**src/hdl/stc_pkg.sv**
```systemverilog
// Package for the sequential trigger capture engine.
// Holds sizes, op and status codes, and the structs passed between modules.
// No dependencies.
package stc_pkg;

    localparam int BUFFER_DEPTH = 4096;
    localparam int PROBE_COUNT  = 8;
    localparam int MAX_STAGES   = 8;

    localparam int ADDR_W  = $clog2(BUFFER_DEPTH);
    localparam int CNT_W   = $clog2(BUFFER_DEPTH + 1);
    localparam int STAGE_W = 4;
    localparam int WORD_W  = 8;
    localparam int CFG_W   = 64;
    localparam int CFG_IDX_W = 2;

    // op codes
    localparam logic [1:0] OP_ARM    = 2'd0;
    localparam logic [1:0] OP_SAMPLE = 2'd1;
    localparam logic [1:0] OP_READ   = 2'd2;

    // status / mode codes
    localparam logic [1:0] MODE_IDLE    = 2'd0;
    localparam logic [1:0] MODE_WAIT    = 2'd1;
    localparam logic [1:0] MODE_CAPTURE = 2'd2;
    localparam logic [1:0] MODE_DONE    = 2'd3;

    // configuration register indexes
    localparam logic [CFG_IDX_W-1:0] REG_MASKS  = 2'd0;
    localparam logic [CFG_IDX_W-1:0] REG_VALUES = 2'd1;
    localparam logic [CFG_IDX_W-1:0] REG_STAGES = 2'd2;
    localparam logic [CFG_IDX_W-1:0] REG_LENGTH = 2'd3;

    localparam logic [CNT_W-1:0] LENGTH_RESET = CNT_W'(BUFFER_DEPTH);

    typedef struct packed {
        logic [1:0]         status;
        logic [STAGE_W-1:0] stage;
        logic [CNT_W-1:0]   count;
        logic               rvalid;
    } stc_info_t;

    typedef struct packed {
        logic              we;
        logic [ADDR_W-1:0] waddr;
        logic [WORD_W-1:0] wdata;
        logic              re;
        logic [ADDR_W-1:0] raddr;
    } stc_mem_req_t;

endpackage

```
**src/hdl/stc_out.sv**
```systemverilog
// Result path: one stage aligned with the memory read, then the output register.
// Generates input stall from output backpressure. Uses stc_pkg.
module stc_out
    import stc_pkg::*;
(
    input  logic               clk,
    input  logic               rst_n,
    input  logic               accept,
    input  stc_info_t          info,
    input  logic [WORD_W-1:0]  rdata,
    output logic               in_stall,
    output logic               out_valid,
    input  logic               out_stall,
    output logic [1:0]         status,
    output logic [STAGE_W-1:0] trigger_stage,
    output logic [CNT_W-1:0]   captured_count,
    output logic [WORD_W-1:0]  read_data,
    output logic               read_valid
);

    logic       s1_valid_reg;
    stc_info_t  s1_info_reg;
    logic       s1_adv;

    logic               out_valid_reg;
    logic [1:0]         status_reg;
    logic [STAGE_W-1:0] stage_reg;
    logic [CNT_W-1:0]   count_reg;
    logic [WORD_W-1:0]  rdata_reg;
    logic               rvalid_reg;

    assign s1_adv   = s1_valid_reg && (!out_valid_reg || !out_stall);
    assign in_stall = s1_valid_reg && !s1_adv;

    always_ff @(posedge clk or negedge rst_n)
    begin
        if (!rst_n)
            s1_valid_reg <= 1'b0;
        else if (accept)
            s1_valid_reg <= 1'b1;
        else if (s1_adv)
            s1_valid_reg <= 1'b0;
    end

    always_ff @(posedge clk)
    begin
        if (accept)
            s1_info_reg <= info;
    end

    always_ff @(posedge clk or negedge rst_n)
    begin
        if (!rst_n)
            out_valid_reg <= 1'b0;
        else if (s1_adv)
            out_valid_reg <= 1'b1;
        else if (!out_stall)
            out_valid_reg <= 1'b0;
    end

    always_ff @(posedge clk)
    begin
        if (s1_adv)
        begin
            status_reg <= s1_info_reg.status;
            stage_reg  <= s1_info_reg.stage;
            count_reg  <= s1_info_reg.count;
            rvalid_reg <= s1_info_reg.rvalid;
            rdata_reg  <= s1_info_reg.rvalid ? rdata : '0;
        end
    end

    assign out_valid      = out_valid_reg;
    assign status         = status_reg;
    assign trigger_stage  = stage_reg;
    assign captured_count = count_reg;
    assign read_data      = rdata_reg;
    assign read_valid     = rvalid_reg;

endmodule
```
**config.mk**
```make
export PLATFORM = sky130hd
export DESIGN_NAME = stc_out
export DESIGN_NICKNAME = d
export VERILOG_FILES = /design/src/hdl/stc_pkg.sv /design/src/hdl/stc_out.sv
export SDC_FILE = /design/constraint.sdc
export NUM_CORES = 1
export LEC_CHECK = 0
export BUFFER_PORTS_ARGS = -buffer_cell sky130_fd_sc_hd__buf_2
export CAP_MARGIN = 40
export CORE_ASPECT_RATIO = 1.2
export CORE_MARGIN = 3
export CORE_UTILIZATION = 53
export CTS_BUF_LIST = sky130_fd_sc_hd__clkbuf_4
export CTS_CLUSTER_DIAMETER = 80
export CTS_CLUSTER_SIZE = 30
export DETAILED_ROUTE_END_ITERATION = 8
export GPL_ROUTABILITY_DRIVEN = 0
export PLACE_DENSITY_LB_ADDON = 0.25
export SYNTH_ARGS = -nofsm -noshare
export SYNTH_HDL_FRONTEND = slang
export SYNTH_SLANG_ARGS = --single-unit
export TNS_END_PERCENT = 1
```
**constraint.sdc**
```tcl
create_clock -name clk -period 4.4 [get_ports clk]
set_clock_uncertainty 0.2 [all_clocks]
set_input_delay 0.44 -clock clk [delete_from_list [all_inputs] [get_ports clk]]
set_output_delay 0.44 -clock clk [all_outputs]
set_load 0.01 [all_outputs]
```
======== Word-level counts from Yosys, hierarchy flattened ========
Index checks and enable logic that the tools add are counted.
operators by class
  equal/unequal tests ..................... 1
  multiplexer cells ....................... 4
  reductions and logical operators ........ 7
operators with widths
  cell                  count
  $mux W1               4
  $logic_not A1 Y1      3
  $logic_and A1 B1 Y1   2
  $ne A2 B1 Y1 const B  1
  $reduce_bool A2 Y1    1
  $logic_or A1 B1 Y1    1
word-level totals
  flip-flop bits (word level) ............. 50
  bits of input ports ..................... 32
  output and inout bits ................... 30
  word-level logic and storage cells ...... 23

======== Depth between registers and ports, before layout ========
Gate-level depths: netlist of run 1.
  depth after elaboration ................. 5
  mapped depth ............................ 1
  mapped depth without buffers ............ 1

======== Worst setup path after synthesis of run 1 ========
No wires, ideal clock.
  path kind ............................... flip-flop to flip-flop
  from .................................... register out_valid_reg, in the netlist out_valid
  to ...................................... register count_reg[0], in the netlist captured_count[0] (enable)
  setup time .............................. 421 ps
  arrival ................................. 1,835 ps
  data required time ...................... 3,779 ps
  setup slack ............................. 1,944 ps
  stages on the path, launching flop included .. 2
  buffers on the path ..................... 0
  clock period less this slack ............ 2,456 ps
  cells stage by stage .................... dfrtp_1 -> a21boi_1
on the way
  cells in the longest elaborated chain, start to end .. 3
ends and longest elaborated chain
  what                    RTL line       source
  from (decl)             stc_out.sv:25  logic out_valid_reg;
  from (signal assigned)  stc_out.sv:54  out_valid_reg <= 1'b0;
  from (signal assigned)  stc_out.sv:56  out_valid_reg <= 1'b1;
  from (signal assigned)  stc_out.sv:58  out_valid_reg <= 1'b0;
  $logic_not A1 Y1        stc_out.sv:32  assign s1_adv = s1_valid_reg && (!out_valid_reg || !out_stall);
  $logic_or A1 B1 Y1      stc_out.sv:32
  $logic_and A1 B1 Y1     stc_out.sv:32
  via s1_adv              stc_out.sv:23  logic s1_adv;
  to (signal assigned)    stc_out.sv:67  count_reg <= s1_info_reg.count;
  to (decl)               stc_out.sv:28  logic [CNT_W-1:0] count_reg;
The timed path passes the listed nets, and every way through them passes these cells.
A chain may end at the register's enable or synchronous reset.

======== Worst setup path after layout of run 1 ========
  from .................................... register out_valid_reg, in the netlist out_valid
  to ...................................... output port in_stall
on the way
  cells in the longest elaborated chain, start to end .. 5
ends and longest elaborated chain
  what                 RTL line       source
  $logic_not A1 Y1     stc_out.sv:32
  $logic_or A1 B1 Y1   stc_out.sv:32
  $logic_and A1 B1 Y1  stc_out.sv:32
  $logic_not A1 Y1     stc_out.sv:33  assign in_stall = s1_valid_reg && !s1_adv;
  $logic_and A1 B1 Y1  stc_out.sv:33
  to (decl)            stc_out.sv:11  output logic in_stall,
Every way passes these cells.

==> reports/metrics.cfg, run 1 <==
[global_route]
grt_pass1_wl_um=3950
antenna_found_initial=0
grt_start_max_net_pins=29
grt.total_usage_pct=15.3
grt_overflow_total=0
grt_pass1_vias=804

[synthesis]
syn_area_mm2=0.00157
syn_nets=94
syn_inst=62
syn_area_per_cell_um2=25.3
synth_area_leaders=edfxtp_1 (92%), and2_1 (3.2%), dfrtp_1 (3.2%)
synth_top_area_share_pct=91.7
seq_area_frac_synth_pct=94.9
synth_seq_cells=50
yosysTopAreaCell=edfxtp_1
yosys_warnings=0
yosysUniqueCellTypes=7

[sta]
max_freq_mhz=567
hold_viol=0
fin_crit_sh_pct=40.1
finalSetupTns_ps=0
setup_viol=0
worst_pin_slew_ps=441
rsz0062_at_grt=no
min_period_ps=1760
fin_ws_ps=2640
drv_slew=0
slew_headroom_pct=70.6

[clock_network]
cts.sinks=50
cts.htree.levels=2
clk_pin_slew_ps=130
cts_hold_buf=1
cts_root_buf=clkbuf_4
cts_resized=0
cts_tree=done
clockBufferDepth=2
post_cts_buffers=0
insertion_delay_ps=350
cts_made_buffers=5

[power_and_ir_drop]
vdd.ir_drop.worst_mv=0.351
power.leakage_nw=0.823
powerDensity_mw_per_mm2=446

[routing]
drt_iter0_markers=31
route.detailed.drc=0
viasPerCell=4.83
wl_um=2430
wire_per_inst_um=14.6
vias=806
dr.pass1.iters=4
antenna_left=0

[floorplanning]
dieArea_mm2=0.00366
rows=21
die_w_um=55.7
io-pin-count=62
core-area_mm2=0.00281
die_y_um=65.7
start_util_pct=55.9

[cells_and_area]
multi_input_area_um2=83.8
syn2layout_area_growth_pct=28.7
final_cell_area_mm2=0.00202
fin_util_pct=72.0
fin_nets=164
regArea_mm2=0.00149
antennaDiodeCount=0
nFillCells=168
largest_reg_flops=20
drive_above_1_share_pct=53.4

[worst_setup_path]
cp_slowest_cell=dfrtp_1
cp_max_fo=5
max_stage_delay_ps=450
startpoint_type=flip-flop
worst_ep_arrival_time_ps=1120
critPathBufInv=1
path_delay_family=flip-flops
worst_setup_path_end_kind=output pin
crit_type=reg2out
crit_required_ps=3760
crit_path_cell_trace=and3_1 > buf_2

[flow_run]
max_cap_viol_count=0

[placed_design]
port_buffers=61
place_ws_ps=2810
place_area_mm2=0.00193
dp_hpwl_um=1710

[status]
status=finished, final reports clean

[hold_path]
hp-class=in2reg

-- synthesized netlist by cell type --
| cell | count |
|---|---|
| a21o_1 | 1 |
| edfxtp_1 | 48 |
| and3_1 | 1 |
| and2_1 | 8 |
| a21boi_1 | 1 |
| a31o_1 | 1 |
| dfrtp_1 | 2 |
-- kinds of logic after synthesis --
kind of cell	count (synthesis)	share of synthesized area (%)
flops	50	94.9
simple gates	9	3.58
compound gates	3	1.51
-- area by class of cell --
class / instances / share of cell area, %
flip-flops and latches: 50 / 73.7
repair buffers: 63 / 16.0
multi-input cells: 12 / 4.14
clock buffers: 7 / 2.60
well taps: 34 / 2.10
clock inverters: 1 / 1.48
-- final timing paths --
check                                     startpoint                           to  slack [ps]  cells after the start
setup / recovery               out_valid$_DFFE_PN0P_                     in_stall        2640                      2
hold / removal                               info[8]     s1_info_reg[8]$_DFFE_PP_          50                      1
setup reg to reg               out_valid$_DFFE_PN0P_   read_data[5]$_SDFFCE_PN0P_        2920                      2
hold reg to reg            s1_info_reg[10]$_DFFE_PP_  captured_count[9]$_DFFE_PP_         240                      0
max in group asynchronous                      rst_n        out_valid$_DFFE_PN0P_        3740                      2
min in group asynchronous                      rst_n     s1_valid_reg$_DFFE_PN0P_         170                      2
-- placed cells by master (no fill, tap or decap), drive strengths merged --
| cell | count |
|---|---|
| a31o | 1 |
| a21boi | 1 |
| dlygate4sd3 | 1 |
| and2 | 8 |
| buf | 62 |
| dfrtp | 2 |
| edfxtp | 48 |
| a21o | 1 |
| clkbuf | 7 |
| bufinv | 1 |
| and3 | 1 |
-- per-stage QoR --
stage / hold WS [ps] / total power, mW / cells
after CTS: 30.2 / 0.916 / 167
final: 54.0 / 0.903 / 167
after detailed placement: 25.9 / 0.658 / 158
after global placement: 23.5 / 0.652 / 158
after global routing: 15.8 / 0.946 / 167
after floorplan: -55.6 / 0.613 / 62
-- power by group --
group | switching, mW | total (mW) | leakage (nW) | internal (mW)
registers | 0.0118 | 0.579 | 0.488 | 0.567
clock network | 0.125 | 0.258 | 0.0463 | 0.133
logic | 0.0367 | 0.0661 | 0.288 | 0.0294
total | 0.173 | 0.903 | 0.823 | 0.730
-- metal layers --
| metal | vias up | GRT usage (%) | routed length (um) |
|---|---|---|---|
| met5 | - | 0 | 0 |
| met4 | 0 | 8.21 | 55 |
| met3 | 7 | 7.07 | 266 |
| met2 | 46 | 25.1 | 1230 |
| met1 | 370 | 16.3 | 876 |
| li1 | 383 | - | - |
No activity file was read; power rests on OpenSTA's default activity.
==> run 2: changes to the inputs <==
--- a/config.mk
+++ b/config.mk
@@ -9,7 +9,7 @@
 export CAP_MARGIN = 40
 export CORE_ASPECT_RATIO = 1.2
 export CORE_MARGIN = 3
-export CORE_UTILIZATION = 53
+export CORE_UTILIZATION = 49
 export CTS_BUF_LIST = sky130_fd_sc_hd__clkbuf_4
 export CTS_CLUSTER_DIAMETER = 80
 export CTS_CLUSTER_SIZE = 30
==> constraint.sdc (replaced) <==
create_clock -name clk -period 1.69 [get_ports clk]
set_clock_uncertainty 0.2 [all_clocks]
set_input_delay 0.169 -clock clk [delete_from_list [all_inputs] [get_ports clk]]
set_output_delay 0.169 -clock clk [all_outputs]
set_load 0.01 [all_outputs]
==> run 2 against run 1 <==
Against the previous run:
- routed wire length increased by 25%
- flip-flop and latch count stayed put
- first-iteration DRC count increased by 6.5%
- global-route usage increased by 1.6 points
- critical path depth is the same
- die area increased by 7.3%
- core utilization increased by 7.5 points
- hold slack gained 35 ps
- sequential share of layout area shrank 9.4 points
- final cell count grew 18%
- via count up 13%
- combinational power increased to 3.6 times the previous value
- critical path type unchanged
==> reports/metrics.cfg, run 2 (synthesis gave the netlist of run 1 again) <==
[status]
status=finished, final reports clean

[worst_setup_path]
crit_required_ps=1320
max_stage_delay_ps=480
critPathBufInv=1
ff2ff_path_depth=2
crit_type=reg2out
worst_setup_path_end_kind=output pin
worst_ep_arrival_time_ps=1190
path_delay_family=flip-flops
rr_endpoint=read_data[7]$_SDFFCE_PN0P_
cp.depth=2
rrSetupSlack_ps=300
r2r_start=out_valid$_DFFE_PN0P_
crit_path_cell_trace=and3_1 > buf_2
startpoint_type=flip-flop
critPathLaunch=out_valid$_DFFE_PN0P_
cp_max_fo=5
cp-endpoint=in_stall
cp_slowest_cell=dfrtp_1

[sta]
rsz0062_at_grt=no
fin_ws_ps=134
finalSetupTns_ps=0
setup_viol=0
worst_pin_slew_ps=463
hold_viol=0
min_period_ps=1560
drv_slew=0
max_freq_mhz=643
fin_crit_sh_pct=92.1
slew_headroom_pct=69.1

[clock_network]
cts_made_buffers=5
clk_pin_slew_ps=130
cts.htree.levels=2
post_cts_buffers=0
cts_hold_buf=31
cts.sinks=50
insertion_delay_ps=350
cts_root_buf=clkbuf_4
cts_tree=done
clockBufferDepth=2
cts_resized=0

[cells_and_area]
syn2layout_area_growth_pct=47.5
drive_above_1_share_pct=42.9
multi_input_area_um2=91.3
most-common-layout-cells=buf_2 (61), edfxtp_1 (48), dlygate4sd3_1 (31)
nFillCells=157
antennaDiodeCount=0
fin_nets=194
regArea_mm2=0.00149
largest_reg_flops=20
final_common_cell=buf_2

[routing]
vias=911
route.detailed.drc=0
viasPerCell=4.62
drt_iter0_markers=33
wire_per_inst_um=15.5
wl_um=3050
dr.pass1.iters=4
antenna_left=0

[hold_path]
hold_depth=1
hp-class=in2reg

[global_route]
grt_start_max_net_pins=29
grt_pass1_wl_um=4570
grt.total_usage_pct=16.8
antenna_found_initial=0
grt_pass1_vias=988
grt_overflow_total=0

[floorplanning]
dieArea_mm2=0.00393
io-pin-count=62
core-area_mm2=0.00292
start_util_pct=53.9
die_y_um=68.0
die_w_um=57.7
rows=21

[power_and_ir_drop]
fin_total_pwr_mw=2.27
vdd.ir_drop.worst_mv=0.748
power.leakage_nw=0.946
powerDensity_mw_per_mm2=980

[placed_design]
place_ws_ps=353
port_buffers=61

[flow_run]
max_cap_viol_count=0

## run 2: cell types whose count changed in the layout (fill, tap and decap cells not counted)
cell | previous run | this run
bufinv_16 | 1 | 0
dlygate4sd3_1 | 1 | 31
a21boi_4 | 0 | 1
buf_12 | 0 | 1
clkinv_1 | 0 | 1
a21boi_2 | 1 | 0
buf_4 | 1 | 0
## run 2: cell type report
cell class	count	area share (%)
multi-input combinational	12	3.94
timing repair buffer	93	27.4
tap	34	1.84
clock inverter	1	0.162
sequential	50	64.4
clock buffer	7	2.27
## run 2: metal layers
layer	global-route usage [%]	part of all wire, %	wire [um]	vias to the layer above
met5	0	0	0	-
met4	8.41	3.0	90	0
met3	5.47	8.0	243	10
met2	31.5	53	1620	46
met1	16.5	36	1100	412
li1	-	-	-	443
## run 2: worst min path at each step
| stage | slack, ps | to | startpoint |
|---|---|---|---|
| CTS | 90 | s1_info_reg[10]$_DFFE_PP_ | accept |
| floorplan | -330 | out_valid$_DFFE_PN0P_ | rst_n |
| global route | 80 | s1_info_reg[11]$_DFFE_PP_ | accept |
| finish | 90 | s1_info_reg[12]$_DFFE_PP_ | accept |
| global placement | -250 | s1_valid_reg$_DFFE_PN0P_ | rst_n |
| detailed placement | -240 | out_valid$_DFFE_PN0P_ | rst_n |
## run 2: metrics by stage
stage / hold slack [ps] / util (%) / std cells / instance area [um^2]
after floorplan: -327 / - / 62 / 1580
after global placement: -247 / 66.9 / 158 / 1950
after detailed placement: -244 / 66.9 / 158 / 1950
after CTS: 89.6 / 79.5 / 197 / 2320
after global routing: 79.3 / 79.5 / 197 / 2320
final: 89.2 / 79.5 / 197 / 2320
## run 2: power by group
| part | switching [mW] | leakage [nW] | internal, mW |
|---|---|---|---|
| registers | 0.0326 | 0.488 | 1.48 |
| logic | 0.111 | 0.424 | 0.130 |
| clock network | 0.329 | 0.0338 | 0.193 |
| total | 0.472 | 0.946 | 1.80 |
==> run 3: changes to the inputs <==
--- a/config.mk
+++ b/config.mk
@@ -5,6 +5,7 @@
 export SDC_FILE = /design/constraint.sdc
 export NUM_CORES = 1
 export LEC_CHECK = 0
+export ABC_AREA = 1
 export BUFFER_PORTS_ARGS = -buffer_cell sky130_fd_sc_hd__buf_2
 export CAP_MARGIN = 40
 export CORE_ASPECT_RATIO = 1.2
@@ -15,7 +16,8 @@
 export CTS_CLUSTER_SIZE = 30
 export DETAILED_ROUTE_END_ITERATION = 8
 export GPL_ROUTABILITY_DRIVEN = 0
-export PLACE_DENSITY_LB_ADDON = 0.25
+export PLACE_DENSITY_LB_ADDON = 0.08
+export RECOVER_POWER = 100
 export SYNTH_ARGS = -nofsm -noshare
 export SYNTH_HDL_FRONTEND = slang
 export SYNTH_SLANG_ARGS = --single-unit
==> run 3 against run 2 <==
Against the previous run:
- global-route usage fell by 1.5 points
- core utilization shrank 5.5 points
- critical path depth rose by 3
- via count up 2.2%
- cell area decreased by 1.7%
- non-clock buffer count is the same
- first-iteration DRC count grew 3.0%
- maximum frequency grew 2.1%
- total power is 2.0% lower
- setup slack improved by 31 ps
- register-to-register slack lost 130 ps
- critical endpoint unchanged
- highest routed layer unchanged
==> reports/metrics.cfg, run 3 <==
[routing]
vias=931
drt_iter0_markers=34
route.detailed.drc=0
wl_um=2870
dr.pass1.iters=4
antenna_left=0
viasPerCell=4.41
wire_per_inst_um=13.6

[global_route]
grt_overflow_total=0
grt_pass1_wl_um=4090
antenna_found_initial=0
grt_start_max_net_pins=29
grt.total_usage_pct=15.4
grt_pass1_vias=902

[worst_setup_path]
startpoint_type=input port
worst_ep_arrival_time_ps=1160
crit_type=in2out
cp_max_fo=3
crit_required_ps=1320
rrSetupSlack_ps=170
worst_setup_path_end_kind=output pin

[clock_network]
cts.sinks=50
post_cts_buffers=0
clockBufferDepth=2
cts_root_buf=clkbuf_4
cts_made_buffers=5
cts.htree.levels=2
insertion_delay_ps=350
cts_tree=done
clk_pin_slew_ps=130

[synthesis]
seq_area_frac_synth_pct=93.9
yosysUniqueCellTypes=7
synth_top_area_share_pct=90.7
syn_area_mm2=0.00159
synth_edf_count=48
syn_inst=75
synth-main-ff-cell=edfxtp_1
synth_seq_cells=50
synth.most_common_cell=edfxtp_1
async_reset_ff_share_pct=4.00
yosysTopAreaCell=edfxtp_1
syn_area_per_cell_um2=21.2
synthTopCellsByCount=edfxtp_1 (48), inv_1 (11), nand2_1 (11)
syn_nets=107
synth_area_leaders=edfxtp_1 (91%), dfrtp_1 (3.1%), inv_1 (2.6%)
yosys_warnings=0

[flow_run]
max_cap_viol_count=0

[hold_path]
hp-class=reg2reg

[sta]
fin_crit_sh_pct=90.2
max_freq_mhz=656
fin_ws_ps=165
rsz0062_at_grt=no
setup_viol=0
min_period_ps=1520
hold_viol=0
drv_slew=0
slew_headroom_pct=27.7
worst_pin_slew_ps=1090
finalSetupTns_ps=0

[floorplanning]
dieArea_mm2=0.00397
rows=22
die_w_um=58.0
core-area_mm2=0.00308
start_util_pct=51.5
io-pin-count=62
die_y_um=68.4

[cells_and_area]
nFillCells=236
antennaDiodeCount=0
largest_reg_flops=20
final_common_cell=edfxtp_1
fin_nets=206
syn2layout_area_growth_pct=43.4
drive_above_1_share_pct=22.3
final_cell_area_mm2=0.00228
most-common-layout-cells=edfxtp_1 (48), dlygate4sd3_1 (31), clkbuf_1 (31)

[power_and_ir_drop]
powerDensity_mw_per_mm2=977
vdd.ir_drop.worst_mv=0.722
power.leakage_nw=0.919

[status]
status=finished, final reports clean

[placed_design]
dp_hpwl_um=1590
port_buffers=61
place_ws_ps=364
place_area_mm2=0.00197

==> run 3: cell types whose count changed after synthesis, sizes merged <==
cell / before / now
and3: 1 / 0
a21oi: 0 / 1
buf: 0 / 1
nand3: 0 / 1
and2: 8 / 0
inv: 0 / 11
nand2: 0 / 11
a31o: 1 / 0
a21boi: 1 / 0
a21o: 1 / 0
==> run 3: path summary, 6_finish.rpt <==
path                                      startpoint                          end  cells after the start
setup / recovery                           out_stall                     in_stall                      5
hold / removal             s1_info_reg[17]$_DFFE_PP_   trigger_stage[3]$_DFFE_PP_                      0
setup reg to reg               out_valid$_DFFE_PN0P_  captured_count[0]$_DFFE_PP_                      2
hold reg to reg            s1_info_reg[17]$_DFFE_PP_   trigger_stage[3]$_DFFE_PP_                      0
max in group asynchronous                      rst_n     s1_valid_reg$_DFFE_PN0P_                      3
min in group asynchronous                      rst_n        out_valid$_DFFE_PN0P_                      3
==> run 3: final cells by class <==
| cell class | instances | area (um^2) | share of cell area (%) |
|---|---|---|---|
| Tap cell | 36 | 45.0 | 1.98 |
| Inverter | 11 | 41.3 | 1.81 |
| Multi-Input combinational cell | 13 | 62.6 | 2.75 |
| Sequential cell | 50 | 1490 | 65.5 |
| Timing Repair Buffer | 93 | 584 | 25.6 |
| Clock inverter | 3 | 16.3 | 0.714 |
| Clock buffer | 5 | 37.5 | 1.65 |
==> run 3: logic make-up after synthesis <==
logic type / after synthesis / synth area share, %
compound gates: 1 / 0.315
buf+inv: 12 / 2.91
flops: 50 / 93.9
simple gates: 12 / 2.91
==> run 3: critical path, stage by stage <==
cell and delay, ps:
dlygate4sd3_1 530, buf_2 140, nand3_1 100, inv_1 60, clkbuf_1 150
==> run 3: repair_timing <==
action | in CTS | in global routing
endpoints found under the hold margin | 32 | 0
hold buffers | 31 | 0
resized for setup | 0 | 0
==> run 3: power breakdown <==
group / switching, mW / internal (mW) / total [mW] / leakage, nW
clock network: 0.344 / 0.155 / 0.499 / 0.0286
registers: 0.0326 / 1.48 / 1.51 / 0.488
logic: 0.113 / 0.104 / 0.217 / 0.402
total: 0.490 / 1.74 / 2.23 / 0.919
==> run 3: routing by layer <==
metal,global-route usage (%),vias to the layer above,share of wire [%],wire [um]
met5,0,-,0,0
met1,16.7,409,37,1070
met4,13.0,0,2.3,66
met2,24.3,52,52,1480
met3,5.09,6,8.5,245
li1,-,464,-,-
==> run 3: stage by stage <==
step           hold WS (ps)  utilization (%)  total power [mW]  instances
5_1_grt                 220             73.9              2.32        211
6_report                233             73.9              2.23        211
4_1_cts                35.7             75.6              2.27        211
3_3_place_gp           -247             63.8              1.71        172
3_5_place_dp           -242             63.8              1.72        172
2_1_floorplan          -327                -              1.60         75
