## config.mk

```make
export PLATFORM = sky130hd
export DESIGN_NAME = stc_ctrl
export DESIGN_NICKNAME = d
export VERILOG_FILES = /design/src/hdl/stc_pkg.sv /design/src/hdl/stc_ctrl.sv
export SDC_FILE = /design/constraint.sdc
export NUM_CORES = 1
export LEC_CHECK = 0
export ABC_AREA = 1
export BUFFER_PORTS_ARGS = -buffer_cell sky130_fd_sc_hd__buf_4
export CAP_MARGIN = 20
export CORE_MARGIN = 2
export CORE_UTILIZATION = 50
export DETAILED_ROUTE_END_ITERATION = 8
export PLACE_DENSITY = 0.71
export SETUP_SLACK_MARGIN = 0.05
export SLEW_MARGIN = 20
export SYNTH_ARGS = -nofsm -noshare
export SYNTH_HDL_FRONTEND = slang
export SYNTH_SLANG_ARGS = --single-unit
```

## constraint.sdc

```tcl
create_clock -name clk -period 7.39 [get_ports clk]
set_input_delay 0.3695 -clock clk [delete_from_list [all_inputs] [get_ports clk]]
set_output_delay 0.3695 -clock clk [all_outputs]
set_load 0.02 [all_outputs]
```

## src/hdl/stc_pkg.sv

```systemverilog
// Package for the sequential trigger capture engine.
// Holds sizes, op and status codes, and the structs passed between modules.
// No dependencies.
package stc_pkg;

    localparam int BUFFER_DEPTH = 4096;
    localparam int PROBE_COUNT  = 8;
    localparam int MAX_STAGES   = 8;

    localparam int ADDR_W  = $clog2(BUFFER_DEPTH);
    localparam int CNT_W   = $clog2(BUFFER_DEPTH + 1);
    localparam int STAGE_W = 4;
    localparam int WORD_W  = 8;
    localparam int CFG_W   = 64;
    localparam int CFG_IDX_W = 2;

    // op codes
    localparam logic [1:0] OP_ARM    = 2'd0;
    localparam logic [1:0] OP_SAMPLE = 2'd1;
    localparam logic [1:0] OP_READ   = 2'd2;

    // status / mode codes
    localparam logic [1:0] MODE_IDLE    = 2'd0;
    localparam logic [1:0] MODE_WAIT    = 2'd1;
    localparam logic [1:0] MODE_CAPTURE = 2'd2;
    localparam logic [1:0] MODE_DONE    = 2'd3;

    // configuration register indexes
    localparam logic [CFG_IDX_W-1:0] REG_MASKS  = 2'd0;
    localparam logic [CFG_IDX_W-1:0] REG_VALUES = 2'd1;
    localparam logic [CFG_IDX_W-1:0] REG_STAGES = 2'd2;
    localparam logic [CFG_IDX_W-1:0] REG_LENGTH = 2'd3;

    localparam logic [CNT_W-1:0] LENGTH_RESET = CNT_W'(BUFFER_DEPTH);

    typedef struct packed {
        logic [1:0]         status;
        logic [STAGE_W-1:0] stage;
        logic [CNT_W-1:0]   count;
        logic               rvalid;
    } stc_info_t;

    typedef struct packed {
        logic              we;
        logic [ADDR_W-1:0] waddr;
        logic [WORD_W-1:0] wdata;
        logic              re;
        logic [ADDR_W-1:0] raddr;
    } stc_mem_req_t;

endpackage

```

## src/hdl/stc_ctrl.sv

```systemverilog
// Capture control: config registers, trigger stage matching, write pointer.
// Issues write and read requests to the sample store. Uses stc_pkg.
module stc_ctrl
    import stc_pkg::*;
(
    input  logic                 clk,
    input  logic                 rst_n,
    input  logic                 cfg_we,
    input  logic [CFG_IDX_W-1:0] cfg_index,
    input  logic [CFG_W-1:0]     cfg_data,
    input  logic                 accept,
    input  logic [1:0]           op,
    input  logic [7:0]           probes,
    input  logic                 use_trigger,
    input  logic [ADDR_W-1:0]    read_address,
    output stc_info_t            info,
    output stc_mem_req_t         mem_req
);

    localparam logic [STAGE_W-1:0] MAX_ST = STAGE_W'(MAX_STAGES);
    localparam logic [WORD_W-1:0]  PROBE_MASK = WORD_W'((1 << PROBE_COUNT) - 1);

    logic [CFG_W-1:0]   masks_reg;
    logic [CFG_W-1:0]   values_reg;
    logic [STAGE_W-1:0] stages_reg;
    logic [CNT_W-1:0]   length_reg;

    logic [1:0]         mode_reg, mode_next;
    logic [STAGE_W-1:0] stage_reg, stage_next;
    logic [CNT_W-1:0]   widx_reg, widx_next;

    logic [STAGE_W-1:0] eff_stages;
    logic [CNT_W-1:0]   eff_length;
    logic [WORD_W-1:0]  sample;
    logic [WORD_W-1:0]  st_mask;
    logic [WORD_W-1:0]  st_value;
    logic [2:0]         k;
    logic [STAGE_W-1:0] stage_inc;
    logic [CNT_W-1:0]   widx_inc;
    logic               do_store;

    always_ff @(posedge clk or negedge rst_n)
    begin
        if (!rst_n)
        begin
            masks_reg  <= '0;
            values_reg <= '0;
            stages_reg <= '0;
            length_reg <= LENGTH_RESET;
        end
        else if (cfg_we)
        begin
            case (cfg_index)
                REG_MASKS:  masks_reg  <= cfg_data;
                REG_VALUES: values_reg <= cfg_data;
                REG_STAGES: stages_reg <= cfg_data[STAGE_W-1:0];
                REG_LENGTH: length_reg <= cfg_data[CNT_W-1:0];
                default:    ;
            endcase
        end
    end

    always_comb
    begin
        eff_stages = (stages_reg > MAX_ST) ? MAX_ST : stages_reg;
        if (length_reg == '0)
            eff_length = CNT_W'(1);
        else if (length_reg > LENGTH_RESET)
            eff_length = LENGTH_RESET;
        else
            eff_length = length_reg;

        sample    = probes & PROBE_MASK;
        k         = stage_reg[2:0];
        st_mask   = masks_reg[8*k +: 8];
        st_value  = values_reg[8*k +: 8];
        stage_inc = stage_reg + STAGE_W'(1);
        widx_inc  = widx_reg + CNT_W'(1);

        mode_next  = mode_reg;
        stage_next = stage_reg;
        widx_next  = widx_reg;
        do_store   = 1'b0;

        case (op)
            OP_ARM:
            begin
                widx_next  = '0;
                stage_next = '0;
                mode_next  = (use_trigger && eff_stages != '0) ? MODE_WAIT : MODE_CAPTURE;
            end
            OP_SAMPLE:
            begin
                if (mode_reg == MODE_WAIT)
                begin
                    if ((sample & st_mask) == st_value)
                    begin
                        stage_next = stage_inc;
                        // last stage matched: this sample is capture word 0
                        if (stage_inc >= eff_stages)
                            do_store = 1'b1;
                    end
                end
                else if (mode_reg == MODE_CAPTURE)
                begin
                    do_store = 1'b1;
                end
            end
            default: ;
        endcase

        if (do_store)
        begin
            widx_next = widx_inc;
            mode_next = (widx_inc >= eff_length) ? MODE_DONE : MODE_CAPTURE;
        end

        info.status = mode_next;
        info.stage  = stage_next;
        info.count  = widx_next;
        info.rvalid = (op == OP_READ) && ({1'b0, read_address} < widx_reg);

        mem_req.we    = accept && do_store;
        mem_req.waddr = widx_reg[ADDR_W-1:0];
        mem_req.wdata = sample;
        mem_req.re    = accept && (op == OP_READ);
        mem_req.raddr = read_address;
    end

    always_ff @(posedge clk or negedge rst_n)
    begin
        if (!rst_n)
        begin
            mode_reg  <= MODE_IDLE;
            stage_reg <= '0;
            widx_reg  <= '0;
        end
        else if (accept)
        begin
            mode_reg  <= mode_next;
            stage_reg <= stage_next;
            widx_reg  <= widx_next;
        end
    end

endmodule

```

# After elaboration in Yosys (flattened, before gate mapping)
# Index checks and enable logic that the tools add are counted.
[classes] n_shift=2 magnitude_cmp=5 muxes=17 n_reduce_logical=12 bitwise_logic=1 n_addsub=2 eq_ne=8
[ops] operator="64-bit by 7-bit variable part select with 8-bit output" n=2
[ops] operator="13-bit two-way mux" n=4
[ops] operator="13-bit by 1-bit adder with 13-bit output, second input constant" n=1
[ops] operator="13-bit greater-or-equal comparator" n=1
[ops] operator="13-bit > comparator, second input constant" n=1
[ops] operator="13-bit zero test" n=1
[ops] operator="12-bit by 13-bit less-than comparator with 1-bit output" n=1
[ops] operator="4-bit two-way mux" n=3
[ops] operator="8-bit AND" n=1
[ops] operator="2-bit == test, second input constant" n=4
[ops] operator="8-bit == test" n=1
[ops] operator="4-bit one-hot mux with 2 select lines" n=1
[ops] operator="2-bit AND reduction" n=4
[ops] operator="2-bit by 1-bit == test with 1-bit output, second input constant" n=3
[ops] operator="1-bit two-way mux" n=6
[ops] operator="2-bit two-way mux" n=3
[ops] operator="4-bit by 1-bit adder with 4-bit output, second input constant" n=1
[ops] operator="4-bit greater-or-equal comparator" n=1
[ops] operator="4-bit > comparator, second input constant" n=1
[ops] operator="1-bit logical AND" n=4
[ops] operator="2-bit zero test" n=2
[ops] operator="4-bit nonzero test" n=1
[totals] reg_bits=164 out_inout_bits=54 wordCells=54 inputBits=93

# Logic depth before layout (Yosys ltp)
# Gate-level depths: netlist of run 1.
[depth] ltp_word=8 ltp_mapped=21 ltp_nobuf=18

# Least setup slack after synthesis of run 1
# OpenSTA, ideal clock, no wires.
[synth_timing] path_type="register to output" from="register widx_reg[0]" to="output port info[18] (netlist bit)" arrival_time_ns=2.676 path_slack_ns=4.345 path_stages_with_launch=17 n_path_buf=0 required_time_ns=7.020 path_cell_list="dfrtp_1 ha_1 nand2_1 nor2_1 nand3_1 nor3_1 nand3_1 xor2_1 inv_1 ha_1 a21oi_1 o21ai_0 a21oi_1 nand2_1 a31oi_1 nand3_1 and2_1"
[synth_rtl] item="start: declaration" line_no="stc_ctrl.sv:30" source="logic [CNT_W-1:0] widx_reg, widx_next;"
[synth_rtl] item="start signal: assignment" line_no="stc_ctrl.sv:142" source="widx_reg <= widx_next;"
[synth_rtl] item="end: declaration" line_no="stc_ctrl.sv:16" source="output stc_info_t info,"

==> results of run 1 <==
area by class of cell:
cell class / instances / share of cell area, %
Inverter: 182 / 6.06
Timing Repair Buffer: 151 / 10.1
Sequential cell: 164 / 36.4
Clock buffer: 21 / 4.17
Tap cell: 265 / 2.94
Clock inverter: 11 / 1.53
Multi-Input combinational cell: 927 / 38.9
cell usage in the layout, fill, tap and decap left out, types with 2 or more instances in the layout:
cell type / count
a21boi_0: 3
a21oi_1: 11
and2_1: 14
buf_4: 150
bufinv_16: 4
clkbuf_16: 17
clkbuf_8: 3
clkinv_2: 3
clkinv_4: 2
dfrtp_1: 162
ha_1: 30
inv_1: 178
inv_2: 3
inv_6: 2
nand2_1: 492
nand2_2: 8
nand2_4: 2
nand3_1: 143
nand3_2: 2
nand3_4: 2
nand4_1: 4
nor2_1: 24
nor2_2: 4
nor3_1: 7
nor4_1: 4
o21a_1: 2
o21ai_0: 153
or2_1: 3
xor2_1: 12
synthesized netlist by cell type, types with 2 or more instances:
master,number,area [µm²]
nand2_1,492,1850
inv_1,178,668
dfrtp_1,163,4080
o21ai_0,153,766
nand3_1,145,726
clkbuf_1,38,143
buf_4,36,270
ha_1,30,375
nor2_1,24,90.1
and2_1,14,87.6
buf_2,14,70.1
xor2_1,12,105
a21oi_1,11,55.1
buf_6,9,101
nand2_2,8,50.1
nor3_1,7,35.0
inv_2,4,15.0
nand4_1,4,25.0
nor2_2,4,25.0
nor4_1,4,25.0
a21boi_0,3,22.5
or2_1,3,18.8
buf_1,2,7.51
nand2_4,2,22.5
nand3_2,2,20.0
o21a_1,2,15.0
metrics by stage:
| step | area, µm² | util (%) | setup WS [ns] | hold WS [ns] | instances |
|---|---|---|---|---|---|
| after CTS | 11300 | 58.6 | 3.41 | 0.0869 | 1721 |
| after global placement | 10600 | 55.3 | 3.95 | 0.458 | 1689 |
| final | 11300 | 58.6 | 3.39 | 0.0227 | 1721 |
| after global routing | 11300 | 58.6 | 3.03 | 0.128 | 1721 |
| after detailed placement | 10600 | 55.3 | 3.92 | 0.467 | 1689 |
| after floorplan | 9740 | - | 4.35 | 0.0739 | 1372 |
worst max-delay path by stage:
stage	cells after the start	slack [ns]	from	endpoint
final	15	3.39	stage_reg[0]	info[2]
after global routing	15	3.03	stage_reg[0]	info[2]
after CTS	14	3.41	stage_reg[0]	info[3]
after detailed placement	14	3.92	stage_reg[0]	info[3]
after global placement	14	3.95	stage_reg[0]	info[1]
after floorplan	16	4.35	widx_reg[0]	info[18]
logic make-up (layout without fill, tap and decap cells):
kind of cell	Yosys count	after routing	synth area share (%)
xor+xnor	13	13	1.17
flops	164	164	42.1
simple gates	709	709	30.5
compound gates	175	175	9.27
buf+inv	281	365	13.1
fa+ha+maj	30	30	3.85
layer usage:
layer  up-vias  share of wire, %  GRT usage [%]
li1       4392                 -              -
met1      3942                46           33.9
met2       248                46           40.3
met3        45               5.5           5.23
met4         0               2.5           8.88
met5         -                 0              0
power groups by stage:
stage / sequential, µW / clock, µW / combinational [µW]
global route: 1160 / 1020 / 907
detailed placement: 1160 / 0 / 786
global placement: 1150 / 0 / 765
finish: 1140 / 965 / 784
CTS: 1140 / 983 / 789
floorplan: 1130 / 0 / 581
==> results_dict.tcl, run 1 <==
set metrics [dict create \
    slew_headroom_pct 34.4 \
    clock_latency_ns 0.43 \
    gr-total-overflow 0 \
    r2r_slack_ns 4.25 \
    cp-start-kind "register" \
    syn_nets 1495 \
    crit_chain "clkinv_2 > or2_1 > nand2_1 > nand3_1 > nand2_1 > nand2_1 > nand2_1 > nand2_1 > nor2_2 > nand3_2 > nand2_4 > nand2_4 > nand2_1 > and2_1 > buf_4" \
    cts_tree "built" \
    rr_endpoint "widx_reg[12]" \
    h-tree-depth 4 \
    power_frac_comb_pct 27.1 \
    coreArea_mm2 0.0193 \
    area_growth_pct 15.9 \
    cts_buffers 17 \
    p_seq_share_pct 39.6 \
    clkPwrFrac_pct 33.4 \
    ys_seq_elements 164 \
    hp-class "primary input to async pin" \
    die_w_um 144 \
    reg2regPathDepth 15 \
    hold_viol 0 \
    synth-main-ff-cell "dfrtp_1" \
    internal_power_uw 1940 \
    ctsResizeCount 0 \
    max-cap-violations 0 \
    path_common_cell "nand2_1" \
    die_h_um 144 \
    register_area_mm2 0.00411 \
    antenna_left 0 \
    status "finished, final reports clean" \
    report.power.total_uw 2890 \
    p_switching_uw 951 \
    max_freq_ghz 0.250 \
    crit_type "register to primary output" \
    port_buffers 146 \
    synth.distinct_cells 34 \
    leakagePower_uw 0.00619 \
    avgViaCountPerCell 5.01 \
    synth_warnings 0 \
    row_count 51 \
    layout.nets 1566 \
    required_ns 7.02 \
    clk_pin_slew_worst_paths_ns 0.07 \
    p_sw_share_pct 32.9 \
    period_minus_slack_ns 4.00 \
    cts_buffer_depth 2 \
    ys_seq_area_share_pct 42.1 \
    grt_pass1_wl_um 40400 \
    finalMaxSlewViolations 0 \
    grt_pass1_vias 8118 \
    irDropWorstVdd_v 0.000181 \
    worstPathArrival_ns 3.63 \
    drc 0 \
    crit_family "simple AND/OR/NAND/NOR gates" \
    power_density_mw_per_mm2 256 \
    grt_max_degree 106 \
    reg2reg_from "stage_reg[0]" \
    multi_input_area_mm2 0.00439 \
    dr.pass1.iters 5 \
    root_buffer "clkbuf_16" \
    rsz0062_at_grt "no" \
    grt_antenna_before_repair 0 \
    cp_slowest_cell "clkinv_2" \
    cpPeakStageDelay_ns 0.65 \
    grt_usage_pct 25.1 \
    cp_max_fo 65 \
    start_util_pct 50.6 \
    cts_hold_buf 0 \
    setup_viol_count_final 0 \
    fin_crit_sh_pct 54.1 \
    async_flop_share_pct 100 \
    cts_num_sinks 164 \
    wire_per_inst_um 14.2 \
    drt_iter0_drc 560 \
    layout-drive-gt1-share_pct 14.1 \
    num-fill-cells 1812 \
    io_pins 147 \
    die_area_mm2 0.0206 \
    synth-edff-count 0 \
    gp_congestion 0.926 \
    postRouteWirelength_um 24500 \
    crit_buf_inv 2 \
    postCtsSetupRepairBufs 0 \
    insertedDiodeCount 0 \
    syn-mean-instance-area_um2 7.10 \
    end_kind "primary output" \
    worstMarginPinSlew_ns 0.984 \
    synthCells 1372 \
    dpl.hpwl_um 17500 \
    skew_ns 0.0104 \
    fin_tns_setup_ns 0 \
    syn-cell-area_mm2 0.00974 \
    vias 8627 \
]
No activity file was read; power rests on OpenSTA's default activity.
==> inputs of run 2 (changes only) <==
- ABC_AREA: 1 -> 0
- PLACE_DENSITY: 0.71 -> 0.72
- clock period: 7.39 -> 3.82 ns (I/O delays scaled with it)
==> run 2 against run 1 <==
  * Register-to-register slack lost 3.8 ns
  * Via count shrank 22%
  * Non-clock buffer count up 62
  * Combinational power up 95%
  * First-iteration DRC count shrank 31%
  * Critical endpoint is now info[4]
==> results_dict.tcl, run 2 <==
set metrics [dict create \
    die_w_um 138 \
    final_common_cell "buf_4" \
    clk_pin_slew_worst_paths_ns 0.06 \
    ys_seq_elements 164 \
    grt_usage_pct 24.9 \
    synthCells 724 \
    reg2reg_from "stage_reg[0]" \
    synth-edff-count 0 \
    reg2regPathDepth 13 \
    hp-start "cfg_data[44]" \
    postRouteWirelength_um 23500 \
    row_count 49 \
    num-fill-cells 1314 \
    grt_max_degree 85 \
    wire_per_inst_um 20.8 \
    root_buffer "clkbuf_16" \
    gp_congestion 0.989 \
    cp_max_fo 9 \
    layout.nets 1008 \
    fin_crit_sh_pct 99.0 \
    max-cap-violations 0 \
    area_growth_pct 27.4 \
    finalMaxSlewViolations 0 \
    port_buffers 146 \
    io_pins 147 \
    skew_ns 0.00856 \
    clock_latency_ns 0.43 \
    period_minus_slack_ns 3.78 \
    synth_warnings 0 \
    coreArea_mm2 0.0178 \
    rsz0062_at_grt "yes" \
    cp-start-kind "register" \
    power_density_mw_per_mm2 495 \
    worstMarginPinSlew_ns 0.896 \
    rr_endpoint "widx_reg[0]" \
    synth.most_common_cell "dfrtp_1" \
    layout-drive-gt1-share_pct 47.0 \
    fin_tns_setup_ns 0 \
    die_h_um 138 \
    grt_pass1_vias 7228 \
    cts_buffers 17 \
    dp.cells 1048 \
    antenna_left 0 \
    min_to "masks_reg[44]" \
    crit_type "register to primary output" \
    setup_viol_count_final 0 \
    syn_nets 847 \
    drt_iter0_drc 385 \
    avgViaCountPerCell 5.95 \
    synth-main-ff-cell "dfrtp_1" \
    gr-total-overflow 0 \
    ys_seq_area_share_pct 45.6 \
    syn-cell-area_mm2 0.00901 \
    worstPathArrival_ns 3.59 \
    max_freq_ghz 0.264 \
    insertedDiodeCount 0 \
    die_area_mm2 0.0191 \
    report.power.total_uw 5680 \
    pre_cts_slack_ns 0.189 \
    grt_pass1_wl_um 37600 \
    cts_num_sinks 164 \
    status "finished, final reports clean" \
    final_cell_mix "167 x buf_4, 161 x dfrtp_1, 151 x mux2_2" \
    hold_viol 0 \
    synth_top_cell_area_share_pct 45.3 \
    end_kind "primary output" \
    grt_antenna_before_repair 0 \
    synth.area.top_cells "dfrtp_1 45%, mux2_2 19%, mux4_2 7.0%, ha_1 4.2%, buf_4 2.7%" \
    dpl.hpwl_um 16500 \
    synth.distinct_cells 66 \
    slew_headroom_pct 40.2 \
    vias 6702 \
    start_util_pct 50.5 \
    synth_commonest_cells "163 x dfrtp_1, 151 x mux2_2, 34 x nand2_1" \
    final_util_pct 64.4 \
    setup_slack_ns 0.0385 \
    async_flop_share_pct 100 \
    h-tree-depth 4 \
    r2r_slack_ns 0.41 \
    hold_path_depth 2 \
    required_ns 3.63 \
    syn-mean-instance-area_um2 12.4 \
    irDropWorstVdd_v 0.000333 \
    fin_cells 1126 \
    cts_buffer_depth 2 \
    hp-class "primary input to register" \
    synth_area_leader_cell "dfrtp_1" \
    dr.pass1.iters 5 \
    drc 0 \
    cts_tree "built" \
    leakagePower_uw 0.00507 \
]
run 2: cell types whose count changed after synthesis, moves of 9 or more:
cell and change:
nand2_1 -458, inv_1 -156, mux2_2 +151, o21ai_0 -132, nand3_1 -131, mux4_2 +28
and2_1 -13, clkbuf_1 -13, xnor2_1 +9
run 2: worst max-delay path by stage:
stage                       startpoint      end  slack, ns  cells after the start
after detailed placement  stage_reg[0]  info[4]       0.19                     11
final                     stage_reg[0]  info[4]       0.04                     12
after global placement    stage_reg[0]  info[4]       0.30                     10
after floorplan           stage_reg[0]  info[5]       0.50                     11
after global routing      stage_reg[0]  info[4]      -0.12                     12
after CTS                 stage_reg[0]  info[9]       0.03                     12
run 2: kinds of logic (layout without fill, tap and decap cells):
family	count (synthesis)	in the layout	synth area share (%)
buffers and inverters	95	268	5.78
AO/OA/AOI/OAI	115	115	9.28
XOR/XNOR	22	22	2.14
adder cells (fa/ha/maj)	30	30	4.17
AND/OR/NAND/NOR	110	110	6.11
multiplexers	188	188	27.0
flip-flops	164	164	45.6
run 2: metal layers:
layer  GRT usage [%]  share of wire (%)  vias up
li1                -                  -     2989
met1            30.2                 39     3406
met2            43.6                 51      259
met3            4.40                5.7       48
met4            11.4                3.5        0
met5               0                  0        -
run 2: cell type report:
cell class                      instances  area, µm²  share of cell area [%]
Clock buffer                           20        457                    3.98
Clock inverter                         11        196                    1.71
Timing Repair Buffer                  213       1790                    15.6
Multi-Input combinational cell        465       4550                    39.6
Inverter                               24       90.1                   0.785
Tap cell                              229        287                    2.50
Sequential cell                       164       4110                    35.8
run 2: worst max-delay path, cell delays in order, from the launching register on:
cell       delay (ns)
dfrtp_4          0.53
buf_12           0.17
buf_4            0.14
mux2_4           0.30
o221ai_2         0.19
xor2_1           0.18
nand4_1          0.18
a2111oi_4        0.37
buf_4            0.20
a21oi_4          0.09
o311ai_0         0.47
o31ai_2          0.15
buf_4            0.19
run 2: metrics by stage:
stage	hold slack (ns)	area [µm²]
after detailed placement	0.289	10200
after global routing	0.00584	11500
final	0.0165	11500
after CTS	0.0000897	11300
after floorplan	-0.105	9010
after global placement	0.279	10200
run 2: what timing repair did:
action                                 in CTS  in global routing
pin swaps                                   3                 13
buffers inserted                            6                  6
endpoints found under the hold margin     129                  0
hold buffers                               34                  0
gates cloned                                1                  0
setup endpoints to repair                  20                 17
resized for setup                          11                 29
run 2: power breakdown:
part | internal (µW) | switching, µW
registers | 2050 | 210
logic | 835 | 696
clock network | 1200 | 694
==> inputs of run 3 (changes only) <==
- ABC_AREA: 0 -> 1
- PLACE_DENSITY: 0.72 -> 0.71
==> run 3 against run 2 <==
  * Combinational power hardly changed
  * Maximum frequency is 7.0% higher
  * First-iteration DRC count is 43% higher
  * Power is 0.76% lower
  * Critical path type unchanged
  * Highest routed layer unchanged
==> results_dict.tcl, run 3 (synthesis gave the netlist of run 1 again) <==
set metrics [dict create \
    avgViaCountPerCell 5.11 \
    vias 8844 \
    final_common_cell "nand2_1" \
    worstPathArrival_ns 3.34 \
    final_cell_mix "491 x nand2_1, 178 x inv_1, 159 x dfrtp_1" \
    die_area_mm2 0.0206 \
    setup_viol_count_final 0 \
    die_w_um 144 \
    gr-total-overflow 0 \
    clk_pin_slew_worst_paths_ns 0.07 \
    layout.nets 1577 \
    antenna_left 0 \
    status "finished, final reports clean" \
    h-tree-depth 4 \
    port_buffers 146 \
    finalMaxSlewViolations 0 \
    cts_num_sinks 164 \
    max-cap-violations 0 \
    crit_chain "ha_1 > nand2_1 > nor2_2 > nand3_2 > nor3_4 > nand3_1 > xor2_1 > ha_1 > a21oi_1 > o21ai_0 > a21oi_1 > nand2_1 > a31oi_1 > nand3_1 > and2_1 > buf_4" \
    wire_per_inst_um 14.4 \
    hp-start "cfg_data[57]" \
    multi_input_area_mm2 0.00444 \
    cp_max_fo 6 \
    drt_iter0_drc 549 \
    dp.cells 1693 \
    hold_viol 0 \
    postRouteWirelength_um 24900 \
    fin_crit_sh_pct 92.5 \
    period_minus_slack_ns 3.53 \
    cts_buffer_depth 2 \
    cpPeakStageDelay_ns 0.42 \
    die_h_um 144 \
    gp_congestion 0.896 \
    fin_tns_setup_ns 0 \
    coreArea_mm2 0.0193 \
    final_util_pct 59.4 \
    end_kind "primary output" \
    worstMarginPinSlew_ns 0.857 \
    power_density_mw_per_mm2 492 \
    row_count 51 \
    insertedDiodeCount 0 \
    hp-class "primary input to register" \
    grt_antenna_before_repair 0 \
    dr.pass1.iters 8 \
    slew_headroom_pct 42.9 \
    grt_pass1_wl_um 40500 \
    leakagePower_uw 0.00626 \
    clock_latency_ns 0.43 \
    reg2reg_from "widx_reg[0]" \
    dpl.hpwl_um 17500 \
    placed_area_mm2 0.0107 \
    irDropWorstVdd_v 0.000350 \
    layout-drive-gt1-share_pct 15.5 \
    root_buffer "clkbuf_16" \
    max_freq_ghz 0.283 \
    cts_tree "built" \
    area_growth_pct 17.5 \
    cts_buffers 17 \
    grt_max_degree 89 \
    crit_family "simple AND/OR/NAND/NOR gates" \
    num-fill-cells 1800 \
    cp-start-kind "register" \
    fin_area_mm2 0.0115 \
    required_ns 3.63 \
    grt_pass1_vias 8275 \
    crit_type "register to primary output" \
    rsz0062_at_grt "yes" \
    grt_usage_pct 25.0 \
    cp_slowest_cell "dfrtp_2" \
    io_pins 147 \
    skew_ns 0.00847 \
    crit_buf_inv 1 \
    startpoint "widx_reg[0]" \
    drc 0 \
    start_util_pct 50.6 \
    register_area_mm2 0.00411 \
    fin_cells 1732 \
]
## run 3: cell types whose count changed in the layout (fill, tap and decap cells not counted), sizes merged, moves of 13 or more
cell | previous run | this run
nand3 | 14 | 147
nand2 | 34 | 502
and2 | 1 | 14
mux2 | 153 | 0
buf | 179 | 161
inv | 24 | 183
mux4 | 28 | 0
dlygate4sd3 | 34 | 1
o21ai | 23 | 153
## run 3: per-layer routing
metal / track usage, % / vias to the layer above / share of wire [%]
met5: 0 / - / 0
met4: 7.84 / 0 / 1.9
met2: 40.6 / 274 / 47
li1: - / 4422 / -
met3: 4.10 / 35 / 5.8
met1: 34.4 / 4113 / 46
## run 3: worst paths after layout
path                             endpoint  slack (ns)  cells after the start
max reg2reg                   mode_reg[0]        0.97                     16
min in group asynchronous     widx_reg[2]        0.37                      2
min                         masks_reg[57]        0.03                      3
max                              info[18]        0.29                     16
min reg2reg                 masks_reg[24]        0.48                      2
max in group asynchronous  values_reg[59]        2.54                      3
## run 3: layout make-up
type | count | area share [%]
multi-input combinational | 927 | 38.8
sequential | 164 | 35.9
timing repair buffer | 162 | 10.9
inverter | 182 | 6.01
clock buffer | 21 | 4.02
tap | 265 | 2.90
clock inverter | 11 | 1.53
## run 3: power by group
group	leakage [µW]	internal, µW	total, µW	switching [µW]
clock network	0.000304	1130	1860	721
registers	0.00206	2020	2220	205
logic	0.00390	610	1560	948
total	0.00626	3760	5640	1870
## run 3: what timing repair did
item	in CTS	in global routing
gates resized for setup	1	16
endpoints found under the setup margin	1	14
pin swaps	0	3
endpoints found under the hold margin	86	0
setup buffers	0	6
hold buffers	1	0
## run 3: stage by stage
| step | power [µW] | hold slack [ns] | setup WS [ns] |
|---|---|---|---|
| 2_1_floorplan | 3300 | -0.105 | 0.953 |
| 3_3_place_gp | 3720 | 0.320 | 0.595 |
| 3_5_place_dp | 3770 | 0.286 | 0.493 |
| 4_1_cts | 5630 | 0.0220 | 0.139 |
| 5_1_grt | 6000 | 0.0367 | 0.0125 |
| 6_report | 5640 | 0.0327 | 0.286 |
## run 3: worst reg2reg max path, stage by stage, from the launching register on
cell and delay, ns:
dfrtp_2 0.42, ha_1 0.20, nand2_1 0.07, nor2_2 0.17
nand3_2 0.13, nor3_4 0.24, nand3_1 0.13, xor2_1 0.19
ha_1 0.34, a21oi_1 0.15, o21ai_0 0.08, a21oi_1 0.11
nand2_1 0.06, a31oi_1 0.14, nand3_1 0.11, nand3_1 0.13
nand2_1 0.05
